===== config.mk =====
export PLATFORM = sky130hd
export DESIGN_NAME = md5_digest
export DESIGN_NICKNAME = d
export VERILOG_FILES = /design/src/hw/rtl/md5d_pkg.sv /design/src/hw/rtl/md5d_front.sv /design/src/hw/rtl/md5d_core.sv /design/src/hw/rtl/md5_digest.sv
export SDC_FILE = /design/constraint.sdc
export NUM_CORES = 2
export LEC_CHECK = 0
export ABC_AREA = 1
export BUFFER_PORTS_ARGS = -buffer_cell sky130_fd_sc_hd__buf_2
export CORE_MARGIN = 8
export CORE_UTILIZATION = 55
export DETAILED_ROUTE_END_ITERATION = 10
export PLACE_DENSITY = 0.71
export SETUP_SLACK_MARGIN = 0.3
export SYNTH_ARGS = -nofsm -noshare
export SYNTH_HDL_FRONTEND = slang
export SYNTH_SLANG_ARGS = --single-unit

===== constraint.sdc =====
create_clock -name i_clk -period 21.9 [get_ports i_clk]
set_input_delay 2.19 -clock i_clk [delete_from_list [all_inputs] [get_ports i_clk]]
set_output_delay 2.19 -clock i_clk [all_outputs]
set_load 0.02 [all_outputs]

===== src/hw/rtl/md5d_pkg.sv =====
// ---------------------------------------------------------------------------
// md5d_pkg
// Shared constants, types and round tables for the MD5 digest block.
// ---------------------------------------------------------------------------
`default_nettype none
package md5d_pkg;
    localparam int QUEUE_DEPTH = 4;

    localparam logic [7:0]  PAD_BYTE   = 8'h80;
    localparam logic [5:0]  LEN_OFFSET = 6'd56;
    localparam logic [5:0]  POS_LAST   = 6'h3f;

    localparam logic [31:0] INIT_A = 32'h67452301;
    localparam logic [31:0] INIT_B = 32'hefcdab89;
    localparam logic [31:0] INIT_C = 32'h98badcfe;
    localparam logic [31:0] INIT_D = 32'h10325476;

    typedef enum logic [0:0] {
        CMD_ABSORB = 1'b0,
        CMD_FINISH = 1'b1
    } t_cmd;

    // Request travelling from front to back through the queue
    typedef struct packed {
        t_cmd       cmd;
        logic [7:0] data;
    } t_req;

    function automatic logic [31:0] sine_k(input logic [5:0] i);
        logic [31:0] k;
        begin
            case (i)
                6'd0:  k = 32'hd76aa478; 6'd1:  k = 32'he8c7b756;
                6'd2:  k = 32'h242070db; 6'd3:  k = 32'hc1bdceee;
                6'd4:  k = 32'hf57c0faf; 6'd5:  k = 32'h4787c62a;
                6'd6:  k = 32'ha8304613; 6'd7:  k = 32'hfd469501;
                6'd8:  k = 32'h698098d8; 6'd9:  k = 32'h8b44f7af;
                6'd10: k = 32'hffff5bb1; 6'd11: k = 32'h895cd7be;
                6'd12: k = 32'h6b901122; 6'd13: k = 32'hfd987193;
                6'd14: k = 32'ha679438e; 6'd15: k = 32'h49b40821;
                6'd16: k = 32'hf61e2562; 6'd17: k = 32'hc040b340;
                6'd18: k = 32'h265e5a51; 6'd19: k = 32'he9b6c7aa;
                6'd20: k = 32'hd62f105d; 6'd21: k = 32'h02441453;
                6'd22: k = 32'hd8a1e681; 6'd23: k = 32'he7d3fbc8;
                6'd24: k = 32'h21e1cde6; 6'd25: k = 32'hc33707d6;
                6'd26: k = 32'hf4d50d87; 6'd27: k = 32'h455a14ed;
                6'd28: k = 32'ha9e3e905; 6'd29: k = 32'hfcefa3f8;
                6'd30: k = 32'h676f02d9; 6'd31: k = 32'h8d2a4c8a;
                6'd32: k = 32'hfffa3942; 6'd33: k = 32'h8771f681;
                6'd34: k = 32'h6d9d6122; 6'd35: k = 32'hfde5380c;
                6'd36: k = 32'ha4beea44; 6'd37: k = 32'h4bdecfa9;
                6'd38: k = 32'hf6bb4b60; 6'd39: k = 32'hbebfbc70;
                6'd40: k = 32'h289b7ec6; 6'd41: k = 32'heaa127fa;
                6'd42: k = 32'hd4ef3085; 6'd43: k = 32'h04881d05;
                6'd44: k = 32'hd9d4d039; 6'd45: k = 32'he6db99e5;
                6'd46: k = 32'h1fa27cf8; 6'd47: k = 32'hc4ac5665;
                6'd48: k = 32'hf4292244; 6'd49: k = 32'h432aff97;
                6'd50: k = 32'hab9423a7; 6'd51: k = 32'hfc93a039;
                6'd52: k = 32'h655b59c3; 6'd53: k = 32'h8f0ccc92;
                6'd54: k = 32'hffeff47d; 6'd55: k = 32'h85845dd1;
                6'd56: k = 32'h6fa87e4f; 6'd57: k = 32'hfe2ce6e0;
                6'd58: k = 32'ha3014314; 6'd59: k = 32'h4e0811a1;
                6'd60: k = 32'hf7537e82; 6'd61: k = 32'hbd3af235;
                6'd62: k = 32'h2ad7d2bb; 6'd63: k = 32'heb86d391;
                default: k = 32'h0;
            endcase
            return k;
        end
    endfunction

    function automatic logic [4:0] rot_amt(input logic [5:0] i);
        logic [4:0] r;
        begin
            case ({i[5:4], i[1:0]})
                4'd0:  r = 5'd7;  4'd1:  r = 5'd12; 4'd2:  r = 5'd17; 4'd3:  r = 5'd22;
                4'd4:  r = 5'd5;  4'd5:  r = 5'd9;  4'd6:  r = 5'd14; 4'd7:  r = 5'd20;
                4'd8:  r = 5'd4;  4'd9:  r = 5'd11; 4'd10: r = 5'd16; 4'd11: r = 5'd23;
                4'd12: r = 5'd6;  4'd13: r = 5'd10; 4'd14: r = 5'd15; 4'd15: r = 5'd21;
                default: r = 5'd0;
            endcase
            return r;
        end
    endfunction

    // Message word index for each round
    function automatic logic [3:0] msg_idx(input logic [5:0] i);
        logic [3:0] g;
        begin
            case (i[5:4])
                2'd0: g = i[3:0];
                2'd1: g = 4'((5 * i[3:0]) + 1);
                2'd2: g = 4'((3 * i[3:0]) + 5);
                default: g = 4'(7 * i[3:0]);
            endcase
            return g;
        end
    endfunction
endpackage
`default_nettype wire


===== src/hw/rtl/md5d_front.sv =====
// ---------------------------------------------------------------------------
// md5d_front
// Input request queue: takes requests, holds them until the core is free.
// ---------------------------------------------------------------------------
`default_nettype none
module md5d_front
    import md5d_pkg::*;
#(
    parameter int DEPTH = QUEUE_DEPTH
) (
    input  wire logic i_clk,
    input  wire logic i_rst_n,
    input  wire logic i_valid,
    output logic      o_ready,
    input  wire t_req i_req,
    output logic      o_valid,
    input  wire logic i_ready,
    output t_req      o_req
);
    localparam int AW = $clog2(DEPTH);

    t_req            r_mem [DEPTH];
    logic [AW-1:0]   r_wp, r_rp;
    logic [AW:0]     r_cnt;
    logic            w_push, w_pop;

    assign o_ready = (r_cnt != (AW+1)'(DEPTH));
    assign o_valid = (r_cnt != '0);
    assign o_req   = r_mem[r_rp];
    assign w_push  = i_valid && o_ready;
    assign w_pop   = o_valid && i_ready;

    always_ff @(posedge i_clk) begin
        if (w_push) r_mem[r_wp] <= i_req;
    end

    always_ff @(posedge i_clk) begin
        if (!i_rst_n) begin
            r_wp  <= '0;
            r_rp  <= '0;
            r_cnt <= '0;
        end else begin
            if (w_push) r_wp <= (r_wp == AW'(DEPTH-1)) ? '0 : r_wp + 1'b1;
            if (w_pop)  r_rp <= (r_rp == AW'(DEPTH-1)) ? '0 : r_rp + 1'b1;
            r_cnt <= r_cnt + (AW+1)'(w_push) - (AW+1)'(w_pop);
        end
    end
endmodule
`default_nettype wire


===== src/hw/rtl/md5d_core.sv =====
// ---------------------------------------------------------------------------
// md5d_core
// Byte buffer, padding sequencer, one-round-per-cycle compression, output.
// ---------------------------------------------------------------------------
`default_nettype none
module md5d_core
    import md5d_pkg::*;
(
    input  wire logic        i_clk,
    input  wire logic        i_rst_n,
    input  wire logic        i_valid,
    output logic             o_ready,
    input  wire t_req        i_req,
    output logic             o_valid,
    input  wire logic        i_ready,
    output logic [31:0]      o_word,
    output logic [1:0]       o_index,
    output logic             o_last
);
    typedef enum logic [5:0] {
        S_IDLE  = 6'b000001,
        S_PAD   = 6'b000010,
        S_LOAD  = 6'b000100,
        S_ROUND = 6'b001000,
        S_FOLD  = 6'b010000,
        S_OUT   = 6'b100000
    } t_state;

    t_state       r_state, n_state;
    logic [31:0]  r_msg [16];
    logic [31:0]  r_h [4];
    logic [31:0]  r_a, r_b, r_c, r_d;
    logic [63:0]  r_bits, r_len;
    logic [5:0]   r_round;
    logic         r_fin;     // compression belongs to the finish sequence
    logic         r_pad_done; // length bytes written, digest ready after fold
    logic         r_tail_zero; // pad byte sat at 56..63: zero this tail, length next block
    logic [1:0]   r_oidx;
    logic         w_wr;
    logic [7:0]   w_byte;
    logic [5:0]   w_pos;
    logic [31:0]  w_f, w_sum, w_rot;

    assign w_pos   = r_bits[8:3];
    assign o_ready = (r_state == S_IDLE);

    // Byte to write this cycle: a data request, or a generated pad/length byte
    always_comb begin
        w_wr   = 1'b0;
        w_byte = 8'h00;
        if (r_state == S_IDLE && i_valid && i_req.cmd == CMD_ABSORB) begin
            w_wr   = 1'b1;
            w_byte = i_req.data;
        end else if (r_state == S_IDLE && i_valid) begin
            w_wr   = 1'b1;
            w_byte = PAD_BYTE;
        end else if (r_state == S_PAD) begin
            w_wr = 1'b1;
            if (w_pos >= LEN_OFFSET && !r_tail_zero) begin
                w_byte = r_len[8*(w_pos[2:0]) +: 8];
            end
        end
    end

    always_comb begin
        case (r_round[5:4])
            2'd0: w_f = (r_b & r_c) | (~r_b & r_d);
            2'd1: w_f = (r_b & r_d) | (r_c & ~r_d);
            2'd2: w_f = r_b ^ r_c ^ r_d;
            default: w_f = r_c ^ (r_b | ~r_d);
        endcase
        w_sum = r_a + w_f + sine_k(r_round) + r_msg[msg_idx(r_round)];
        w_rot = (w_sum << rot_amt(r_round)) | (w_sum >> (6'd32 - {1'b0, rot_amt(r_round)}));
    end

    always_comb begin
        n_state = r_state;
        case (r_state)
            S_IDLE: begin
                if (i_valid) n_state = (w_pos == POS_LAST) ? S_LOAD
                                     : (i_req.cmd == CMD_FINISH) ? S_PAD : S_IDLE;
            end
            S_PAD:   if (w_pos == POS_LAST) n_state = S_LOAD;
            S_LOAD:  n_state = S_ROUND;
            S_ROUND: if (r_round == 6'd63) n_state = S_FOLD;
            S_FOLD:  n_state = !r_fin ? S_IDLE : r_pad_done ? S_OUT : S_PAD;
            S_OUT:   if (i_ready && r_oidx == 2'd3) n_state = S_IDLE;
            default: n_state = S_IDLE;
        endcase
    end

    always_ff @(posedge i_clk) begin
        if (w_wr) r_msg[w_pos[5:2]][8*w_pos[1:0] +: 8] <= w_byte;
        if (r_state == S_IDLE && i_valid && i_req.cmd == CMD_FINISH) r_len <= r_bits;
        if (r_state == S_LOAD) begin
            r_a <= r_h[0]; r_b <= r_h[1]; r_c <= r_h[2]; r_d <= r_h[3];
        end else if (r_state == S_ROUND) begin
            r_a <= r_d; r_d <= r_c; r_c <= r_b; r_b <= r_b + w_rot;
        end
    end

    always_ff @(posedge i_clk) begin
        if (!i_rst_n) begin
            r_state     <= S_IDLE;
            r_bits      <= '0;
            r_round     <= '0;
            r_fin       <= 1'b0;
            r_pad_done  <= 1'b0;
            r_tail_zero <= 1'b0;
            r_oidx      <= '0;
            r_h[0] <= INIT_A; r_h[1] <= INIT_B; r_h[2] <= INIT_C; r_h[3] <= INIT_D;
        end else begin
            r_state <= n_state;
            if (w_wr) r_bits <= r_bits + 64'd8;
            if (r_state == S_IDLE && i_valid) begin
                r_fin       <= (i_req.cmd == CMD_FINISH);
                r_pad_done  <= 1'b0;
                r_tail_zero <= (i_req.cmd == CMD_FINISH) && (w_pos >= LEN_OFFSET);
            end
            if (r_state == S_PAD && w_pos == POS_LAST && !r_tail_zero) r_pad_done <= 1'b1;
            if (r_state == S_ROUND) r_round <= r_round + 6'd1;
            if (r_state == S_FOLD) begin
                r_h[0] <= r_h[0] + r_a; r_h[1] <= r_h[1] + r_b;
                r_h[2] <= r_h[2] + r_c; r_h[3] <= r_h[3] + r_d;
                r_oidx <= '0;
                r_tail_zero <= 1'b0;
            end
            if (r_state == S_OUT && i_ready) begin
                r_oidx <= r_oidx + 2'd1;
                if (r_oidx == 2'd3) begin
                    r_h[0] <= INIT_A; r_h[1] <= INIT_B;
                    r_h[2] <= INIT_C; r_h[3] <= INIT_D;
                    r_bits <= '0;
                end
            end
        end
    end

    assign o_valid = (r_state == S_OUT);
    assign o_word  = r_h[r_oidx];
    assign o_index = r_oidx;
    assign o_last  = (r_oidx == 2'd3);
endmodule
`default_nettype wire


===== src/hw/rtl/md5_digest.sv =====
// ---------------------------------------------------------------------------
// md5_digest
// MD5 message digest over a byte stream.
// ---------------------------------------------------------------------------
// Each absorb request adds one byte; the 64th byte of a block starts a
// compression (load, 64 rounds through one shared round unit, fold),
// during which requests collect in a small queue. A finish request
// writes the padding and length at one byte per cycle, held while a
// compression runs (up to 72 bytes, so one or two compressions), and then
// returns words A, B, C, D, the last flagged. After an absorb that fills no
// block, the core stays idle and can take the next byte straight away.
`default_nettype none
module md5_digest
    import md5d_pkg::*;
#(
    parameter int QDEPTH = QUEUE_DEPTH
) (
    input  wire logic        i_clk,
    input  wire logic        i_rst_n,
    input  wire logic        i_valid,
    output logic             o_ready,
    input  wire logic        i_cmd,
    input  wire logic [7:0]  i_data_byte,
    output logic             o_valid,
    input  wire logic        i_ready,
    output logic [31:0]      o_digest_word,
    output logic [1:0]       o_word_index,
    output logic             o_last_word
);
    t_req w_in_req, w_q_req;
    logic w_q_valid, w_q_ready;

    assign w_in_req.cmd  = t_cmd'(i_cmd);
    assign w_in_req.data = i_data_byte;

    md5d_front #(.DEPTH(QDEPTH)) u_front (
        .i_clk(i_clk), .i_rst_n(i_rst_n),
        .i_valid(i_valid), .o_ready(o_ready), .i_req(w_in_req),
        .o_valid(w_q_valid), .i_ready(w_q_ready), .o_req(w_q_req)
    );

    md5d_core u_core (
        .i_clk(i_clk), .i_rst_n(i_rst_n),
        .i_valid(w_q_valid), .o_ready(w_q_ready), .i_req(w_q_req),
        .o_valid(o_valid), .i_ready(i_ready), .o_word(o_digest_word),
        .o_index(o_word_index), .o_last(o_last_word)
    );

`ifndef SYNTH
    a_last_idx: assert property (@(posedge i_clk) disable iff (!i_rst_n)
        o_valid |-> (o_last_word == (o_word_index == 2'd3)))
        else $error("last flag mismatch");
    a_idx_step: assert property (@(posedge i_clk) disable iff (!i_rst_n)
        (o_valid && i_ready && !o_last_word) |=> (o_valid &&
        o_word_index == $past(o_word_index) + 2'd1))
        else $error("digest word sequence broken");
`endif
endmodule
`default_nettype wire


==> impl_metrics.env <==
export IMPL_drtPass1Iterations=8
export IMPL_worstMarginPinSlew_ns=1.40
export IMPL_cpMostUsedCell="nand2_1"
export IMPL_finalCriticalPeriod_ns=11.24
export IMPL_crit_slowest_cell="buf_4"
export IMPL_cts_made_buffers=103
export IMPL_crit_fanout=97
export IMPL_route_detailed_drc=0
export IMPL_hold_viol_final=0
export IMPL_worstSetupPathType="reg -> reg"
export IMPL_leakage_uw=0.0260
export IMPL_fillers=9549
export IMPL_required_ns=22.38
export IMPL_hold_buffers=0
export IMPL_grt_pass1_vias=49500
export IMPL_fin_cells=8679
export IMPL_max_stage_delay_ns=0.83
export IMPL_layout_drive_gt1_share_pct=5.98
export IMPL_dieArea_sq_um=119000
export IMPL_synth_yosys_warnings=0
export IMPL_rows=121
export IMPL_drt_initial_drc_count=7606
export IMPL_clk_latency_ns=0.74
export IMPL_stdcell_area_sq_um=64900
export IMPL_power_per_cell_area_nw_per_um2=92.0
export IMPL_cp_start_kind="flop"
export IMPL_syn_num_nets=7552
export IMPL_core_sq_um=108000
export IMPL_hold_path_end="u_core.r_len[63]"
export IMPL_setup_viol=0
export IMPL_nNetsFinal=7481
export IMPL_antenna_found_initial=8
export IMPL_grt_pass1_wl_microns=319000
export IMPL_synthTopCellsByArea="edfxtp_1, nand2_1, dfxtp_1"
export IMPL_path_buf_inv=8
export IMPL_rsz0062_at_grt="no"
export IMPL_avgRoutedWirePerCell_microns=24.9
export IMPL_finClkSkew_ns=0.0655
export IMPL_hp_start="u_core.r_bits[63]"
export IMPL_grt_use_total_pct=34.8
export IMPL_ys_types=69
export IMPL_viasPerCell=6.22
export IMPL_synth_area_sq_um=59700
export IMPL_synth_top_area_share_pct=40.3
export IMPL_postCtsSetupBuffers=0
export IMPL_clockBufferDepth=3
export IMPL_root_buffer="clkbuf_16"
export IMPL_status="complete, no violations"
export IMPL_synth_seq_cells=991
export IMPL_r2r_cells=49
export IMPL_die_x_microns=345
export IMPL_crit_family="simple AND/OR/NAND/NOR gates"
export IMPL_cts_num_sinks=991
export IMPL_syn_avg_cell_area_sq_um=8.24
export IMPL_drv_cap=0
export IMPL_vdd_drop_max_uv=78.8
export IMPL_timing_fmax_mhz=89.0
export IMPL_start_util_pct=55.1
export IMPL_arrival_ns=11.72
export IMPL_grt_overflow_total=0
export IMPL_min_path_type="reg -> reg"
export IMPL_synth_ff_type="edfxtp_1"
export IMPL_dp_cells=8482
export IMPL_r2r_end="u_core.r_b[22]"
export IMPL_htreeDepth=3
export IMPL_io_pins=50
export IMPL_post_cts_resized=0
export IMPL_drv_slew=0
export IMPL_synth_cells=7244
export IMPL_tns_ns=0
export IMPL_grt_max_degree=111
export IMPL_gp_congestion=1.03
export IMPL_fin_crit_sh_pct=51.3
export IMPL_seq_area_frac_synth_pct=46.7
export IMPL_power_uw=5970
export IMPL_cts_tree="yes"
export IMPL_synth_largest_area_cell="edfxtp_1"
export IMPL_clk_pin_slew_ns=0.06
export IMPL_worstSetupEndpointType="flop"
export IMPL_r2r_start="u_core.r_round[4]"
export IMPL_ant_nets=0
export IMPL_fp_dieH_microns=345
export IMPL_routed_wl_microns=216000
export IMPL_syn_to_final_growth_pct=8.67
export IMPL_synth_edf_count=801
export IMPL_hpwl_microns=159000
export IMPL_vias=54000
export IMPL_dpl_cell_area_sq_um=61300
export IMPL_maxSlewHeadroom_pct=6.63
export IMPL_synth_async_sr_flop_share_pct=0
export IMPL_rrSetupSlack_ns=10.66
export IMPL_final_util_pct=59.9
export IMPL_holdPathStages=0
export IMPL_portBuffers=49
-- metal layers --
layer / GRT usage (%) / part of all wire [%] / vias to the layer above
li1: - / - / 24800
met1: 51.5 / 43 / 25700
met2: 48.9 / 41 / 3091
met3: 9.91 / 13 / 442
met4: 11.3 / 3.6 / 6
met5: 0 / 0.021 / -
-- layout make-up --
class                           count  area [sq um]  area share (%)
Inverter                          760          2850            4.40
Antenna cell                        3          7.51          0.0116
Sequential cell                   991         27900            42.9
Clock inverter                     56           668            1.03
Multi-Input combinational cell   5194         28000            43.1
Clock buffer                      138          2920            4.51
Timing Repair Buffer              123           801            1.23
Tap cell                         1414          1770            2.73
-- cell usage in the layout, fill, tap and decap left out, types with 19 or more instances in the layout --
cell	instances
inv_2	19
dfxtp_1	189
nor3_1	77
o21ai_0	570
or2_2	58
xor2_1	62
inv_1	734
xnor2_1	41
nand2_1	1770
nand3_1	590
o221ai_1	35
o211ai_1	88
buf_2	49
a21oi_1	511
fa_1	70
edfxtp_1	801
nor2_1	618
nand4_1	52
a31oi_1	60
a32o_1	67
clkbuf_16	107
buf_4	74
o22ai_1	60
clkinv_2	23
ha_1	225
-- per-stage QoR --
step                      hold slack [ns]  worst slack, ns
after floorplan                     0.408            13.69
after global placement              0.414            11.11
after detailed placement            0.416            11.06
after CTS                           0.431            11.00
after global routing                0.443            10.08
final                               0.431            10.66
-- cell families (layout without fill, tap and decap cells) --
group | Yosys count | after routing | synth area share, %
adder cells (fa/ha/maj) | 295 | 295 | 7.06
AND/OR/NAND/NOR | 3248 | 3248 | 22.9
flip-flops | 991 | 991 | 46.7
multiplexers | 3 | 3 | 0.0503
XOR/XNOR | 104 | 104 | 1.53
buffers and inverters | 1059 | 1077 | 6.71
AO/OA/AOI/OAI | 1544 | 1544 | 15.1
other | 0 | 3 | 0
-- registers in the layout, indices dropped and copies added (netlist names), named ones only --
signal	count
u_core.o_index	2
u_front.r_rp	2
u_core.r_tail_zero	1
u_core.r_a	32
u_core.r_len	61
u_core.r_round	6
u_core.r_h	128
u_front.r_cnt	3
u_core.r_pad_done	1
u_front.r_mem	36
u_core.r_d	32
u_core.r_state	6
u_core.r_c	32
u_core.r_msg	512
u_core.r_b	32
u_front.r_wp	2
u_core.r_fin	1
u_core.r_bits	61
-- how the worst max path moves through the flow --
stage	slack, ns	startpoint	cells past startpoint	to
2_1_floorplan	13.69	u_core.r_round[0]	50	u_core.r_b[22]
3_5_place_dp	11.06	u_core.r_round[4]	49	u_core.r_b[22]
6_report	10.66	u_core.r_round[4]	49	u_core.r_b[22]
4_1_cts	11.00	u_core.r_round[4]	49	u_core.r_b[22]
3_3_place_gp	11.11	u_core.r_round[4]	49	u_core.r_b[22]
5_1_grt	10.08	u_core.r_round[4]	48	u_core.r_b[22]
-- cell usage after synthesis (10+ instances only) --
| cell type | number |
|---|---|
| nand2_1 | 1771 |
| edfxtp_1 | 801 |
| inv_1 | 736 |
| nor2_1 | 623 |
| nand3_1 | 591 |
| o21ai_0 | 570 |
| a21oi_1 | 511 |
| clkbuf_1 | 248 |
| ha_1 | 225 |
| dfxtp_1 | 190 |
| o211ai_1 | 88 |
| nor3_1 | 82 |
| fa_1 | 70 |
| a32o_1 | 67 |
| xor2_1 | 62 |
| a31oi_1 | 60 |
| o22ai_1 | 60 |
| or2_2 | 58 |
| nand4_1 | 52 |
| xnor2_1 | 42 |
| buf_1 | 35 |
| o221ai_1 | 35 |
| o2111ai_1 | 17 |
| a21o_1 | 16 |
| inv_2 | 16 |
| o21bai_1 | 15 |
| nand3b_1 | 14 |
| nor4_1 | 14 |
| o21ai_1 | 14 |
| o31ai_1 | 14 |
| buf_2 | 13 |
| a22oi_1 | 12 |
| o21a_1 | 12 |
| nand2_2 | 10 |
-- worst reg2reg max path: cells and delay by family, from the launching register on --
kind / cells / cell delay (ns)
compound gates: 9 / 2.06
fa+ha+maj: 4 / 1.65
buf+inv: 8 / 2.24
flops: 1 / 0.54
simple gates: 28 / 4.53
-- where the power goes --
group	switching (uW)	internal [uW]	total, uW
Combinational	1330	564	1900
Clock	796	1050	1850
Sequential	41.6	2180	2220
Total	2170	3800	5970
Power figures use the tool's default switching activity.
